`src/hdl/prp_seg_pkg.sv`:
```
// Shared types and constants for the PRP list segmenter.
// No dependencies; imported by prp_seg_engine and prp_list_segmenter_unit.
`timescale 1ns / 1ps
`default_nettype none

package prp_seg_pkg;

   // Operation codes of an input transaction.
   localparam logic OP_COMMAND   = 1'b0;
   localparam logic OP_LIST_WORD = 1'b1;

   // Result status codes.
   localparam logic [1:0] ST_OK       = 2'd0;
   localparam logic [1:0] ST_BAD_ADDR = 2'd1;
   localparam logic [1:0] ST_NO_LIST  = 2'd2;

   // Register indexes on the configuration port.
   localparam logic REG_LOW_LIMIT = 1'b0;
   localparam logic REG_MAX_ADDR  = 1'b1;

   // Register reset values.
   localparam logic [63:0] LOW_LIMIT_RESET = 64'h0000_0000_0010_0000;
   localparam logic [63:0] MAX_ADDR_RESET  = 64'h0000_1000_0000_0000;

   // Depth of the result queue and its pointer and count widths.
   localparam int FIFO_DEPTH = 4;
   localparam int PTR_W      = 2;
   localparam int CNT_W      = 3;

   typedef struct packed {
      logic        op;
      logic [63:0] first_pointer;
      logic [63:0] second_pointer;
      logic [31:0] transfer_length;
      logic [63:0] list_word;
   } req_item_type;

   typedef struct packed {
      logic [63:0] page_address;
      logic [11:0] page_offset;
      logic [12:0] segment_length;
      logic [9:0]  segment_number;
      logic [1:0]  status;
      logic        wants_list;
      logic        last;
   } rsp_item_type;

   // What one processed transaction produces: one or two results.
   typedef struct packed {
      logic [1:0]   n_results;
      rsp_item_type rsp0;
      rsp_item_type rsp1;
   } step_out_type;

endpackage

`default_nettype wire

```
`src/hdl/prp_seg_engine.sv`:
```
// Segmenting engine: walker state plus the single-pass logic for one transaction.
// Depends on prp_seg_pkg.
`timescale 1ns / 1ps
`default_nettype none

module prp_seg_engine #(
   parameter int PAGE_SHIFT = 12
) (
   input  wire                       clock,
   input  wire                       reset,
   input  wire                       fire,
   input  prp_seg_pkg::req_item_type item,
   input  wire [63:0]                low_limit,
   input  wire [63:0]                max_addr,
   output prp_seg_pkg::step_out_type step_out
);
   import prp_seg_pkg::*;

   localparam int LW = PAGE_SHIFT - 2;
   localparam int WW = 33 - PAGE_SHIFT;
   localparam logic [PAGE_SHIFT:0]   PAGE_BYTES = {1'b1, {PAGE_SHIFT{1'b0}}};
   localparam logic [63:0]           PAGE_MASK  = (64'd1 << PAGE_SHIFT) - 64'd1;
   localparam logic [LW-1:0]         LIST_CAP   = {1'b1, {(PAGE_SHIFT - 3){1'b0}}};

   // Walker state.
   logic          awaiting_ff, awaiting_in;
   logic [31:0]   bytes_ff, bytes_in;
   logic [LW-1:0] words_ff, words_in;
   logic [9:0]    segs_ff, segs_in;

   // Command path.
   logic [PAGE_SHIFT-1:0] p1_off;
   logic [PAGE_SHIFT:0]   first_len;
   logic                  first_fits;
   logic [31:0]           rest;
   logic                  rest_fits;
   logic [32:0]           words_sum;
   logic [WW-1:0]         words_raw;
   logic [LW-1:0]         words_capped;

   // List word path.
   logic [PAGE_SHIFT-1:0] w_off;
   logic [PAGE_SHIFT:0]   w_room;
   logic [31:0]           seg_len;
   logic [31:0]           bytes_after;
   logic [LW-1:0]         words_after;
   logic                  done;

   // An address is bad if zero, below the low limit, wrapping past the top
   // when a page is added, or above the maximum address.
   function automatic logic addr_ok(input logic [63:0] a, input logic [63:0] lo,
                                    input logic [63:0] hi);
      logic ok;
      ok = (a != 64'd0) && (a >= lo) && !(&a[63:PAGE_SHIFT]) && (a <= hi);
      return ok;
   endfunction

   // Command arithmetic: first segment, remainder and list word count.
   always_comb begin
      p1_off       = item.first_pointer[PAGE_SHIFT-1:0];
      first_len    = PAGE_BYTES - {1'b0, p1_off};
      first_fits   = 32'(first_len) >= item.transfer_length;
      rest         = item.transfer_length - 32'(first_len);
      rest_fits    = rest <= 32'(PAGE_BYTES);
      words_sum    = {1'b0, rest} + 33'(PAGE_MASK);
      words_raw    = words_sum[32:PAGE_SHIFT];
      words_capped = (words_raw > WW'(LIST_CAP)) ? LIST_CAP : words_raw[LW-1:0];
   end

   // List word arithmetic: segment clipped to the bytes still owed.
   always_comb begin
      w_off       = item.list_word[PAGE_SHIFT-1:0];
      w_room      = PAGE_BYTES - {1'b0, w_off};
      seg_len     = (32'(w_room) > bytes_ff) ? bytes_ff : 32'(w_room);
      bytes_after = bytes_ff - seg_len;
      words_after = (words_ff != '0) ? (words_ff - LW'(1)) : words_ff;
      done        = (bytes_after == 32'd0) || (words_after == '0);
   end

   // Results and next state for the transaction in the input register.
   always_comb begin
      step_out    = '0;
      awaiting_in = awaiting_ff;
      bytes_in    = bytes_ff;
      words_in    = words_ff;
      segs_in     = segs_ff;
      step_out.n_results = 2'd1;
      step_out.rsp0.last = 1'b1;
      if (item.op == OP_COMMAND) begin
         awaiting_in = 1'b0;
         bytes_in    = '0;
         words_in    = '0;
         segs_in     = '0;
         if (item.transfer_length == 32'd0) begin
            step_out.rsp0.status = ST_OK;
         end else if (!addr_ok(item.first_pointer, low_limit, max_addr)) begin
            step_out.rsp0.status = ST_BAD_ADDR;
         end else if (first_fits) begin
            step_out.rsp0.page_address   = item.first_pointer & ~PAGE_MASK;
            step_out.rsp0.page_offset    = p1_off[11:0];
            step_out.rsp0.segment_length = item.transfer_length[12:0];
         end else if (!addr_ok(item.second_pointer, low_limit, max_addr)) begin
            step_out.rsp0.status         = ST_BAD_ADDR;
            step_out.rsp0.segment_number = 10'd1;
         end else begin
            step_out.rsp0.page_address   = item.first_pointer & ~PAGE_MASK;
            step_out.rsp0.page_offset    = p1_off[11:0];
            step_out.rsp0.segment_length = first_len[12:0];
            if (rest_fits) begin
               // Two pages: PRP2 is the second data page.
               step_out.n_results           = 2'd2;
               step_out.rsp0.last           = 1'b0;
               step_out.rsp1.page_address   = item.second_pointer & ~PAGE_MASK;
               step_out.rsp1.segment_length = rest[12:0];
               step_out.rsp1.segment_number = 10'd1;
               step_out.rsp1.status         = ST_OK;
               step_out.rsp1.last           = 1'b1;
            end else begin
               // Longer transfer: PRP2 points to a list that follows.
               step_out.rsp0.last       = 1'b0;
               step_out.rsp0.wants_list = 1'b1;
               awaiting_in = 1'b1;
               bytes_in    = rest;
               words_in    = words_capped;
               segs_in     = 10'd1;
            end
         end
      end else if (!awaiting_ff) begin
         step_out.rsp0.status = ST_NO_LIST;
      end else if (!addr_ok(item.list_word, low_limit, max_addr)) begin
         step_out.rsp0.status         = ST_BAD_ADDR;
         step_out.rsp0.segment_number = segs_ff;
         awaiting_in = 1'b0;
         bytes_in    = '0;
         words_in    = '0;
      end else begin
         step_out.rsp0.page_address   = item.list_word & ~PAGE_MASK;
         step_out.rsp0.page_offset    = w_off[11:0];
         step_out.rsp0.segment_length = seg_len[12:0];
         step_out.rsp0.segment_number = segs_ff;
         step_out.rsp0.wants_list     = !done;
         step_out.rsp0.last           = done;
         segs_in = segs_ff + 10'd1;
         if (done) begin
            awaiting_in = 1'b0;
            bytes_in    = '0;
            words_in    = '0;
         end else begin
            bytes_in = bytes_after;
            words_in = words_after;
         end
      end
   end

   // State advances only when the transaction is processed.
   always_ff @(posedge clock) begin
      if (reset) begin
         awaiting_ff <= 1'b0;
         bytes_ff    <= '0;
         words_ff    <= '0;
         segs_ff     <= '0;
      end else if (fire) begin
         awaiting_ff <= awaiting_in;
         bytes_ff    <= bytes_in;
         words_ff    <= words_in;
         segs_ff     <= segs_in;
      end
   end

`ifndef SYNTH
   // While a list is awaited, the walker always owes bytes and words.
   a_await_owes: assert property (@(posedge clock) disable iff (reset)
      awaiting_ff |-> (bytes_ff != 32'd0) && (words_ff != '0))
      else $error("awaiting list with nothing owed");

   // Idle walker holds no leftover byte or word counts.
   a_idle_clear: assert property (@(posedge clock) disable iff (reset)
      !awaiting_ff |-> (bytes_ff == 32'd0) && (words_ff == '0))
      else $error("idle walker holds stale counts");

   // A result that asks for list words is never the last one.
   a_wants_not_last: assert property (@(posedge clock) disable iff (reset)
      (fire && step_out.rsp0.wants_list) |-> !step_out.rsp0.last && awaiting_in)
      else $error("list request on a final result");
`endif

endmodule

`default_nettype wire

```
`src/hdl/prp_list_segmenter_unit.sv`:
```
// Top level of the PRP list segmenter: input register, CSRs and result queue.
// Depends on prp_seg_pkg and prp_seg_engine.
//
//   Channel   Direction  Handshake                      Carries
//   req_*     in         req_valid / req_ready          command or one PRP list word
//   rsp_*     out        rsp_valid / rsp_ready          one page segment or status
//   APB       in/out     psel, penable, pwrite, pready  low_address_limit, max_address
//
// One transaction is accepted per cycle while two queue entries are free; each
// yields one result, except a two-page command, which yields two in turn.
// A result reaches the result port through the input register, then the four-entry
// result queue. The queue alone sets the stall: processing waits while fewer than two
// entries are free, and req_ready drops behind it.
// Synchronous reset clears the walker, the queue and the registers to defaults.
`timescale 1ns / 1ps
`default_nettype none

module prp_list_segmenter_unit #(
   parameter int PAGE_SHIFT = 12
) (
   input  wire         clock,
   input  wire         reset,
   // Input transactions.
   input  wire         req_valid,
   output logic        req_ready,
   input  wire         req_op,
   input  wire  [63:0] req_first_pointer,
   input  wire  [63:0] req_second_pointer,
   input  wire  [31:0] req_transfer_length,
   input  wire  [63:0] req_list_word,
   // Result transactions.
   output logic        rsp_valid,
   input  wire         rsp_ready,
   output logic [63:0] rsp_page_address,
   output logic [11:0] rsp_page_offset,
   output logic [12:0] rsp_segment_length,
   output logic [9:0]  rsp_segment_number,
   output logic [1:0]  rsp_status,
   output logic        rsp_wants_list,
   output logic        rsp_last,
   // Configuration port.
   input  wire         psel,
   input  wire         penable,
   input  wire         pwrite,
   input  wire  [3:0]  paddr,
   input  wire  [63:0] pwdata,
   output logic [63:0] prdata,
   output logic        pready
);
   import prp_seg_pkg::*;

   // Configuration registers.
   logic [63:0] low_limit_ff, max_addr_ff;
   logic        csr_write;

   // Input register.
   logic         in_valid_ff;
   req_item_type in_item_ff;
   req_item_type req_item;
   logic         fire;

   // Result queue.
   rsp_item_type           fifo_ff [FIFO_DEPTH];
   logic [PTR_W-1:0]       wr_ptr_ff, rd_ptr_ff;
   logic [CNT_W-1:0]       count_ff;
   logic [1:0]             push_n;
   logic                   pop;
   step_out_type           step_out;
   rsp_item_type           head;

   // APB: always ready; register index sits in address bit 3.
   assign pready    = 1'b1;
   assign csr_write = psel && penable && pwrite;
   assign prdata    = (paddr[3] == REG_MAX_ADDR) ? max_addr_ff : low_limit_ff;

   always_ff @(posedge clock) begin
      if (reset) begin
         low_limit_ff <= LOW_LIMIT_RESET;
         max_addr_ff  <= MAX_ADDR_RESET;
      end else if (csr_write) begin
         if (paddr[3] == REG_LOW_LIMIT) begin
            low_limit_ff <= pwdata;
         end else begin
            max_addr_ff <= pwdata;
         end
      end
   end

   // Input register: refilled whenever it is empty or its transaction moves on.
   assign fire      = in_valid_ff && (count_ff <= CNT_W'(FIFO_DEPTH - 2));
   assign req_ready = !in_valid_ff || fire;

   always_comb begin
      req_item.op              = req_op;
      req_item.first_pointer   = req_first_pointer;
      req_item.second_pointer  = req_second_pointer;
      req_item.transfer_length = req_transfer_length;
      req_item.list_word       = req_list_word;
   end

   always_ff @(posedge clock) begin
      if (reset) begin
         in_valid_ff <= 1'b0;
      end else if (req_ready) begin
         in_valid_ff <= req_valid;
      end
   end

   always_ff @(posedge clock) begin
      if (req_ready && req_valid) begin
         in_item_ff <= req_item;
      end
   end

   prp_seg_engine #(
      .PAGE_SHIFT(PAGE_SHIFT)
   ) u_engine (
      .clock    (clock),
      .reset    (reset),
      .fire     (fire),
      .item     (in_item_ff),
      .low_limit(low_limit_ff),
      .max_addr (max_addr_ff),
      .step_out (step_out)
   );

   // Result queue: up to two pushes and one pop per cycle.
   assign push_n    = fire ? step_out.n_results : 2'd0;
   assign rsp_valid = (count_ff != '0);
   assign pop       = rsp_valid && rsp_ready;

   always_ff @(posedge clock) begin
      if (reset) begin
         wr_ptr_ff <= '0;
         rd_ptr_ff <= '0;
         count_ff  <= '0;
      end else begin
         wr_ptr_ff <= wr_ptr_ff + PTR_W'(push_n);
         rd_ptr_ff <= rd_ptr_ff + PTR_W'(pop);
         count_ff  <= count_ff + CNT_W'(push_n) - CNT_W'(pop);
      end
   end

   always_ff @(posedge clock) begin
      if (push_n != 2'd0) begin
         fifo_ff[wr_ptr_ff] <= step_out.rsp0;
      end
      if (push_n == 2'd2) begin
         fifo_ff[wr_ptr_ff + PTR_W'(1)] <= step_out.rsp1;
      end
   end

   // Head of the queue drives the result ports.
   assign head               = fifo_ff[rd_ptr_ff];
   assign rsp_page_address   = head.page_address;
   assign rsp_page_offset    = head.page_offset;
   assign rsp_segment_length = head.segment_length;
   assign rsp_segment_number = head.segment_number;
   assign rsp_status         = head.status;
   assign rsp_wants_list     = head.wants_list;
   assign rsp_last           = head.last;

`ifndef SYNTH
   // The queue never holds more than its depth.
   a_fifo_bound: assert property (@(posedge clock) disable iff (reset)
      count_ff <= CNT_W'(FIFO_DEPTH))
      else $error("result queue overflow");

   // The occupancy follows pushes and pops exactly.
   a_fifo_count: assert property (@(posedge clock) disable iff (reset)
      !$past(reset) |-> count_ff == $past(count_ff) + CNT_W'($past(push_n))
                                    - CNT_W'($past(pop)))
      else $error("result queue count out of step");

   // A held transaction stays in the input register until processed.
   a_hold_input: assert property (@(posedge clock) disable iff (reset)
      (in_valid_ff && !fire) |=> in_valid_ff)
      else $error("input transaction lost");

   // A two-result step ends on its second result only.
   a_pair_order: assert property (@(posedge clock) disable iff (reset)
      (fire && step_out.n_results == 2'd2) |-> step_out.rsp1.last && !step_out.rsp0.last)
      else $error("two-page results out of order");
`endif

endmodule

`default_nettype wire
```
`config.mk`:
```
export PLATFORM = sky130hd
export DESIGN_NAME = prp_list_segmenter_unit
export DESIGN_NICKNAME = d
export VERILOG_FILES = /design/src/hdl/prp_seg_pkg.sv /design/src/hdl/prp_seg_engine.sv /design/src/hdl/prp_list_segmenter_unit.sv
export SDC_FILE = /design/constraint.sdc
export NUM_CORES = 2
export LEC_CHECK = 0
export BUFFER_PORTS_ARGS = -buffer_cell sky130_fd_sc_hd__buf_4
export CELL_PAD_IN_SITES_DETAIL_PLACEMENT = 1
export CELL_PAD_IN_SITES_GLOBAL_PLACEMENT = 1
export CORE_UTILIZATION = 40
export DETAILED_ROUTE_END_ITERATION = 6
export GPL_TIMING_DRIVEN = 1
export PLACE_DENSITY = 0.78
export SLEW_MARGIN = 30
export SYNTH_ARGS = -nofsm -noshare
export SYNTH_HDL_FRONTEND = slang
export SYNTH_SLANG_ARGS = --single-unit
```
`constraint.sdc`:
```
create_clock -name clock -period 8.6 [get_ports clock]
set_clock_uncertainty 0.15 [all_clocks]
set_input_delay 0.86 -clock clock [delete_from_list [all_inputs] [get_ports clock]]
set_output_delay 0.86 -clock clock [all_outputs]
set_load 0.005 [all_outputs]
```
* Yosys cells after proc, flatten, opt, wreduce, memory -nomap -nowiden
Memories as Yosys holds them, arrays and structs flattened. A register that Yosys moved wholly into a read port is not among the register bits.
Cells that the tools add are included.
W data, S select, Z words.
** Operators by class
- Add/sub/neg operators :: 12
- Magnitude comparators :: 11
- Equal/unequal tests :: 3
- Mux-type cells :: 80
- Bitwise operators :: 1
- Reduce and logical (&&, ||, !) cells :: 37
** Operators by type and width (number)
- $mux W32 :: 10
- $mux W101 :: 2
- $mux W66 :: 3
- $ge A64 B64 Y1 :: 3
- $le A64 B64 Y1 :: 3
- $mux W64 :: 3
- $reduce_bool A64 Y1 :: 3
- $mux W10 :: 18
- $mux W89 :: 2
- $reduce_and A52 Y1 :: 3
- $mux W25 :: 6
- $mux W103 :: 1
- $mux W99 :: 1
- $mux W91 :: 1
- $mux W69 :: 1
- $logic_not A32 Y1 :: 2
- $add A32 B12 Y33 const B :: 1
- $ge A13 B32 Y1 :: 1
- $gt A13 B32 Y1 :: 1
- $le A32 B13 Y1 const B :: 1
- $sub A32 B13 Y32 :: 1
- $sub A32 B32 Y32 :: 1
- $sub A13 B12 Y13 const A :: 2
- $gt A21 B10 Y1 const B :: 1
- 23 further kinds :: 73
** Word-level totals
- Register bits after elaboration :: 414
- Bits in writable memories :: 412
- Bits of input ports :: 300
- Output and inout bits :: 170
- Word-level logic and storage cells :: 160
- Memories :: 1
** Memories
- fifo_ff :: depth 4, bits a word 103, rd ports 1, clocked after Yosys merged registers in 1, wr ports 2, line prp_list_segmenter_unit.sv:63 : rsp_item_type fifo_ff [FIFO_DEPTH];

* Depth between registers and ports, before layout
- Depth after elaboration :: 13
- Depth in mapped cells :: 34
- Depth with buffers taken out :: 31

* By module
Synthesis repeated with hierarchy kept, for this count alone.
** Second synthesis, totals
- Cell total of the unflattened synthesis :: 4406
- Area total of the unflattened synthesis :: 50797.5 sq um
** By module, submodules not included
- prp_list_segmenter_unit :: times used 1, cells each 1914, area an instance 32229.7 sq um, sequential area each 21851.0 sq um
- prp_seg_engine :: times used 1, cells each 2492, area an instance 18567.8 sq um, sequential area each 1061.0 sq um

* Worst setup path after synthesis
OpenSTA, ideal clock, no wires.
- Path kind :: reg-to-reg
- From :: register in_item_ff[0] (netlist name)
- To :: register u_engine.words_ff[6]
- Setup time :: 0.136 ns
- Arrival time :: 6.970 ns
- Required time :: 8.314 ns
- Path slack :: 1.344 ns
- Cell stages (with the launch flop) :: 33
- Path buffers :: 2
- Period minus slack after synthesis :: 7.256 ns
- Path through :: edfxtp_1 inv_1 ha_1 nor3b_1 nand2_1 or2_2 nor4_1 xnor2_1 ha_1 and3_1 nand3_1 nor3_1 or4_1 a21oi_1 clkbuf_1 nand2_1 o21ai_0 ha_1 inv_1 fa_1 a21o_1 nand4_1 a211oi_1 or2_2 or4_1 xnor2_1 a21oi_1 nor4b_1 a31o_2 clkbuf_1 o21ai_0 a21oi_1 o32ai_1
** On the way
- Longest elaborated chain between the ends :: 10
- Elaborated cells between the ends (all ways) :: 16
- Classes of those cells :: add/sub: 2; order compare: 3; mux: 5; reduce/logical: 6
** Ends and longest elaborated chain
- start, declared :: line prp_list_segmenter_unit.sv:58 : req_item_type in_item_ff;
- start signal, assigned :: line prp_list_segmenter_unit.sv:111 : in_item_ff <= req_item;
- $sub A13 B12 Y13 :: line prp_seg_engine.sv:73 : w_room = PAGE_BYTES - {1'b0, w_off};
- $gt A13 B32 Y1 :: line prp_seg_engine.sv:74 : seg_len = (32'(w_room) > bytes_ff) ? bytes_ff : 32'(w_room);
- $mux W32 :: line prp_seg_engine.sv:74
- $sub A32 B32 Y32 :: line prp_seg_engine.sv:75 : bytes_after = bytes_ff - seg_len;
- $logic_not A32 Y1 :: line prp_seg_engine.sv:77 : done = (bytes_after == 32'd0) || (words_after == '0);
- $logic_or A1 B1 Y1 :: line prp_seg_engine.sv:77
- $mux W10 :: line prp_seg_engine.sv:144 : if (done) begin
- $mux W10 (*) :: line prp_seg_engine.sv:130 : end else if (!addr_ok(item.list_word, low_limit, max_addr)) begin
- $mux W10 (*) :: line prp_seg_engine.sv:128 : end else if (!awaiting_ff) begin
- $mux W10 (*) :: line prp_seg_engine.sv:89 : if (item.op == OP_COMMAND) begin
- end signal, assigned :: line prp_seg_engine.sv:165 : words_ff <= words_in;
- end, declared :: line prp_seg_engine.sv:28 : logic [LW-1:0] words_ff, words_in;
Mark *: on every way between the ends. The rest lies on a longest branch, timed or not. The select of a mux whose other input is x is not followed.
A chain may end at the register's enable or synchronous reset.

* Worst setup path in the final report
- From :: register in_item_ff[0] (netlist name)
- To :: register u_engine.bytes_ff[26]
** On the way
- Longest elaborated chain between the ends :: 10
- Elaborated cells between the ends (all ways) :: 16
- Classes of those cells :: add/sub: 2; order compare: 3; mux: 5; reduce/logical: 6
** Ends and longest elaborated chain
- $sub A13 B12 Y13 :: line prp_seg_engine.sv:73
- $gt A13 B32 Y1 :: line prp_seg_engine.sv:74
- $mux W32 :: line prp_seg_engine.sv:74
- $sub A32 B32 Y32 :: line prp_seg_engine.sv:75
- $logic_not A32 Y1 :: line prp_seg_engine.sv:77
- $logic_or A1 B1 Y1 :: line prp_seg_engine.sv:77
- $mux W32 :: line prp_seg_engine.sv:144
- $mux W32 (*) :: line prp_seg_engine.sv:130
- $mux W32 (*) :: line prp_seg_engine.sv:128
- $mux W32 (*) :: line prp_seg_engine.sv:89
- end signal, assigned :: line prp_seg_engine.sv:164 : bytes_ff <= bytes_in;
- end, declared :: line prp_seg_engine.sv:27 : logic [31:0] bytes_ff, bytes_in;
Marks and branches as above.

==> impl_results.md <==
* Pins Over Slew Limit at 0
* Grt ovf at 0
* Synth async-reset ratio at 0
* Endpoint class of the critical path: flop
* Initial detailed-routing violation count at about 4,200
* Top_reg_cell synth: edfxtp_1
* Total Wirelength at 187,000 µm
* Post-synth top area cell: edfxtp_1
* Ranking of synthesized cells by area: edfxtp_1 (33%), dfxtp_1 (13%), ha_1 (12%)
* Sequential element share of the synthesized area at 0.456
* Post-route insts no fill at ~6,500
* Hpwl dp at approximately 140,000 µm
* Pin count of the biggest net entering global routing at about 120
* Ys Warns at 0
* Min Tclk post-route at about 8 ns
* Placed cell count at 6,284
* #FFs+latches synth at 778
* Hold Fails Final Rpt at 0
* Avg Cell Area, Syn at between 10 and 15 µm²
* F_max at ~120 MHz
* DIE AREA at about 0.11 mm²
* Port Buffers at ~450
* Routed Antenna Nets at 0
* Worst skew pair latency at about 0.72 ns
* Hold WC Path Type: input port to flop
* Max-slew headroom at 0.290
* Leak at slightly below 20 nW
* Initial antenna violation count at 11
* Max-cap viol count at 0
* Pwr Density at roughly 210 mW/mm²
* Tightest Pin Transition at between 1 and 1.5 ns
* Placer congestion estimate at between 0.9 and 1
* Number of global-route vias before repair at between 40,000 and 50,000
* Crit path kind: flop to flop
* DRC Markers at 0
* Die X-Extent at ~340 µm
* Critical Path Fanout Max at 29
* Critical path launch point type: flop
* All-Layer GR Usage at 0.323
* Status: finished, final reports clean
* Arr. time, crit path at about 8.5 ns
* TritonRoute pass-1 iters at 7
* CTS sink count at 778
* TritonCTS buffer count at 91
* H-tree level count at 3
* Vias per Instance at between 6 and 7
* First-pass GRT wire length at approximately 270,000 µm
* Area fraction of the dominant cell type after synthesis at 0.329
* Nets at between 5,000 and 6,000
* Final Setup Violations at 0
* Avg WL per Cell at about 29 µm
* Required time of the worst setup path at ~9 ns
* Fin Hold WS at 0.167 ns
* Total core area at 0.111 mm²
* Post CTS Setup Buffer Count at 0
* Peak supply drop at between 150 and 200 µV
* Post-Syn Area at between 0.04 and 0.05 mm²
* FP Rows at roughly 120
* Synth unique cells at 96
* Post-synth EDFFs at 493
* Total negative slack at 0 ns
* I/O pins at 470
* CTS tree: built
* Worst path slowest cell: or4_1
* Starting Density at 0.405
* Die height at 337 µm
* Final period util at 0.938
* Clock Tree Root: clkbuf_16
* Share of layout cells above drive strength 1 at 0.167
* Area grow syn2layout at 18.3%
* Via count at about 40,000
* Filler cells at about 12,000
* Clock slew at reported path FFs at 0.06 ns
* Crit-path max cell delay at between 0.5 and 0.6 ns
* CTS Buffer Depth at 3
* Post-Syn Instances at 4,494
==> layer usage <==
metal  vias to the layer above  track usage  wire, µm
met5                         -            0        60
met4                        10        0.168     11100
met3                       567       0.0618     17500
met2                      2211        0.531     88100
met1                     20238        0.403     70500
li1                      17716            -         -
==> worst max-delay path, delay by kind of cell (launching register included) <==
kind | cells | cell delay, ns
xor+xnor | 2 | 0.37
fa+ha+maj | 4 | 1.14
simple gates | 16 | 3.73
flops | 1 | 0.42
buf+inv | 4 | 0.89
compound gates | 6 | 1.16
==> report_power, final <==
| part | switching, mW | leakage [nW] | internal, mW |
|---|---|---|---|
| clock network | 1.73 | 1.49 | 2.25 |
| logic | 1.61 | 10.8 | 1.19 |
| registers | 0.397 | 7.23 | 4.22 |
| total | 3.73 | 19.5 | 7.67 |
==> cells by family (layout without fill, tap and decap cells) <==
family | after synthesis | after routing | synth area share
and+or+nand+nor | 1415 | 1415 | 0.148
AOI/OAI and AO/OA | 1246 | 1246 | 0.171
muxes | 107 | 107 | 0.0492
adders and majority gates | 436 | 436 | 0.122
DFF | 778 | 778 | 0.456
buffers and inverters | 430 | 893 | 0.0373
other | 2 | 21 | 0.000167
xor gates and xnor gates | 80 | 80 | 0.0156
==> per-stage QoR <==
step                      setup WS, ns   util  area [µm²]  power (mW)
after floorplan                   1.34      -       45000        6.18
after CTS                        0.371  0.478       53100        11.4
final                            0.537  0.479       53200        11.4
after detailed placement         0.486  0.451       50100        7.43
after global placement           0.730  0.451       50100        7.34
after global routing          -0.00156  0.479       53200        11.8
==> registers in the layout, summed over array words and instances (netlist names) <==
name and count:
in_item_ff 225, u_engine.bytes_ff 32, u_engine.awaiting_ff 1, count_ff 3, u_engine.segs_ff 10, in_valid_ff 1, u_engine.words_ff 10, rd_ptr_ff 2
wr_ptr_ff 2, low_limit_ff 64, max_addr_ff 64, fifo_ff 364
==> worst paths after layout <==
kind                                       startpoint               endpoint  slack [ns]  cells after the start
worst max-delay path                    in_item_ff[0]  u_engine.bytes_ff[26]        0.54                     32
worst min-delay path            req_first_pointer[27]        in_item_ff[187]        0.17                      1
worst max register to register          in_item_ff[0]  u_engine.bytes_ff[26]        0.54                     32
worst min register to register       low_limit_ff[43]       low_limit_ff[43]        0.30                      2
==> repair_timing <==
action | CTS | global route
setup endpoints to repair | 0 | 24
hold buffers | 0 | 0
gates resized for setup | 0 | 5
==> cell usage after synthesis (8+ instances only) <==
cell type / instances
and3_1: 23
clkbuf_1: 183
a22oi_1: 73
xor2_1: 34
mux4_2: 91
a31oi_1: 11
a211o_1: 9
dfxtp_1: 285
nor4_1: 75
o31ai_1: 10
mux2i_1: 13
nor3_1: 55
nor2_1: 154
o21a_1: 21
nand2b_1: 24
buf_1: 28
a2111oi_0: 8
o21ai_0: 382
a21oi_1: 275
nand3_1: 45
nand4_1: 154
inv_1: 198
edfxtp_1: 493
a21o_1: 142
or4_1: 20
or2_2: 10
o211ai_1: 19
nand2_1: 737
and2_1: 16
xnor2_1: 46
a211oi_1: 34
o22ai_1: 154
a221oi_1: 20
or3_1: 27
buf_4: 13
nor2b_1: 32
nand4b_1: 12
o32ai_1: 9
ha_1: 433
==> cells in the final DEF, fill, tap and decap left out, drive strengths merged, types with 23 or more instances in the layout <==
master	Yosys	routed
nor2b	32	32
or3	28	28
xnor2	46	46
o22ai	154	154
dfxtp	285	285
a21o	143	143
o21ai	383	383
xor2	34	34
a211oi	35	35
edfxtp	493	493
ha	433	433
mux4	91	91
nand3	46	46
inv	198	208
a22oi	73	73
clkbuf	183	130
buf	48	523
nand2	737	737
a21oi	276	276
nor4	76	76
clkinv	1	27
nor3	56	56
nor2	155	155
nand4	154	154
nand2b	25	25
and3	23	23
==> final cells by class <==
class,count,area [µm²],area share
inverter,199,747,0.0140
antenna,8,20.0,0.000376
multi-input combinational,3297,23000,0.432
clock inverter,41,385,0.00724
clock buffer,130,2640,0.0496
tap,1488,1860,0.0350
sequential,778,20500,0.386
timing repair buffer,523,4030,0.0757
No activity file was read; power rests on OpenSTA's default activity.
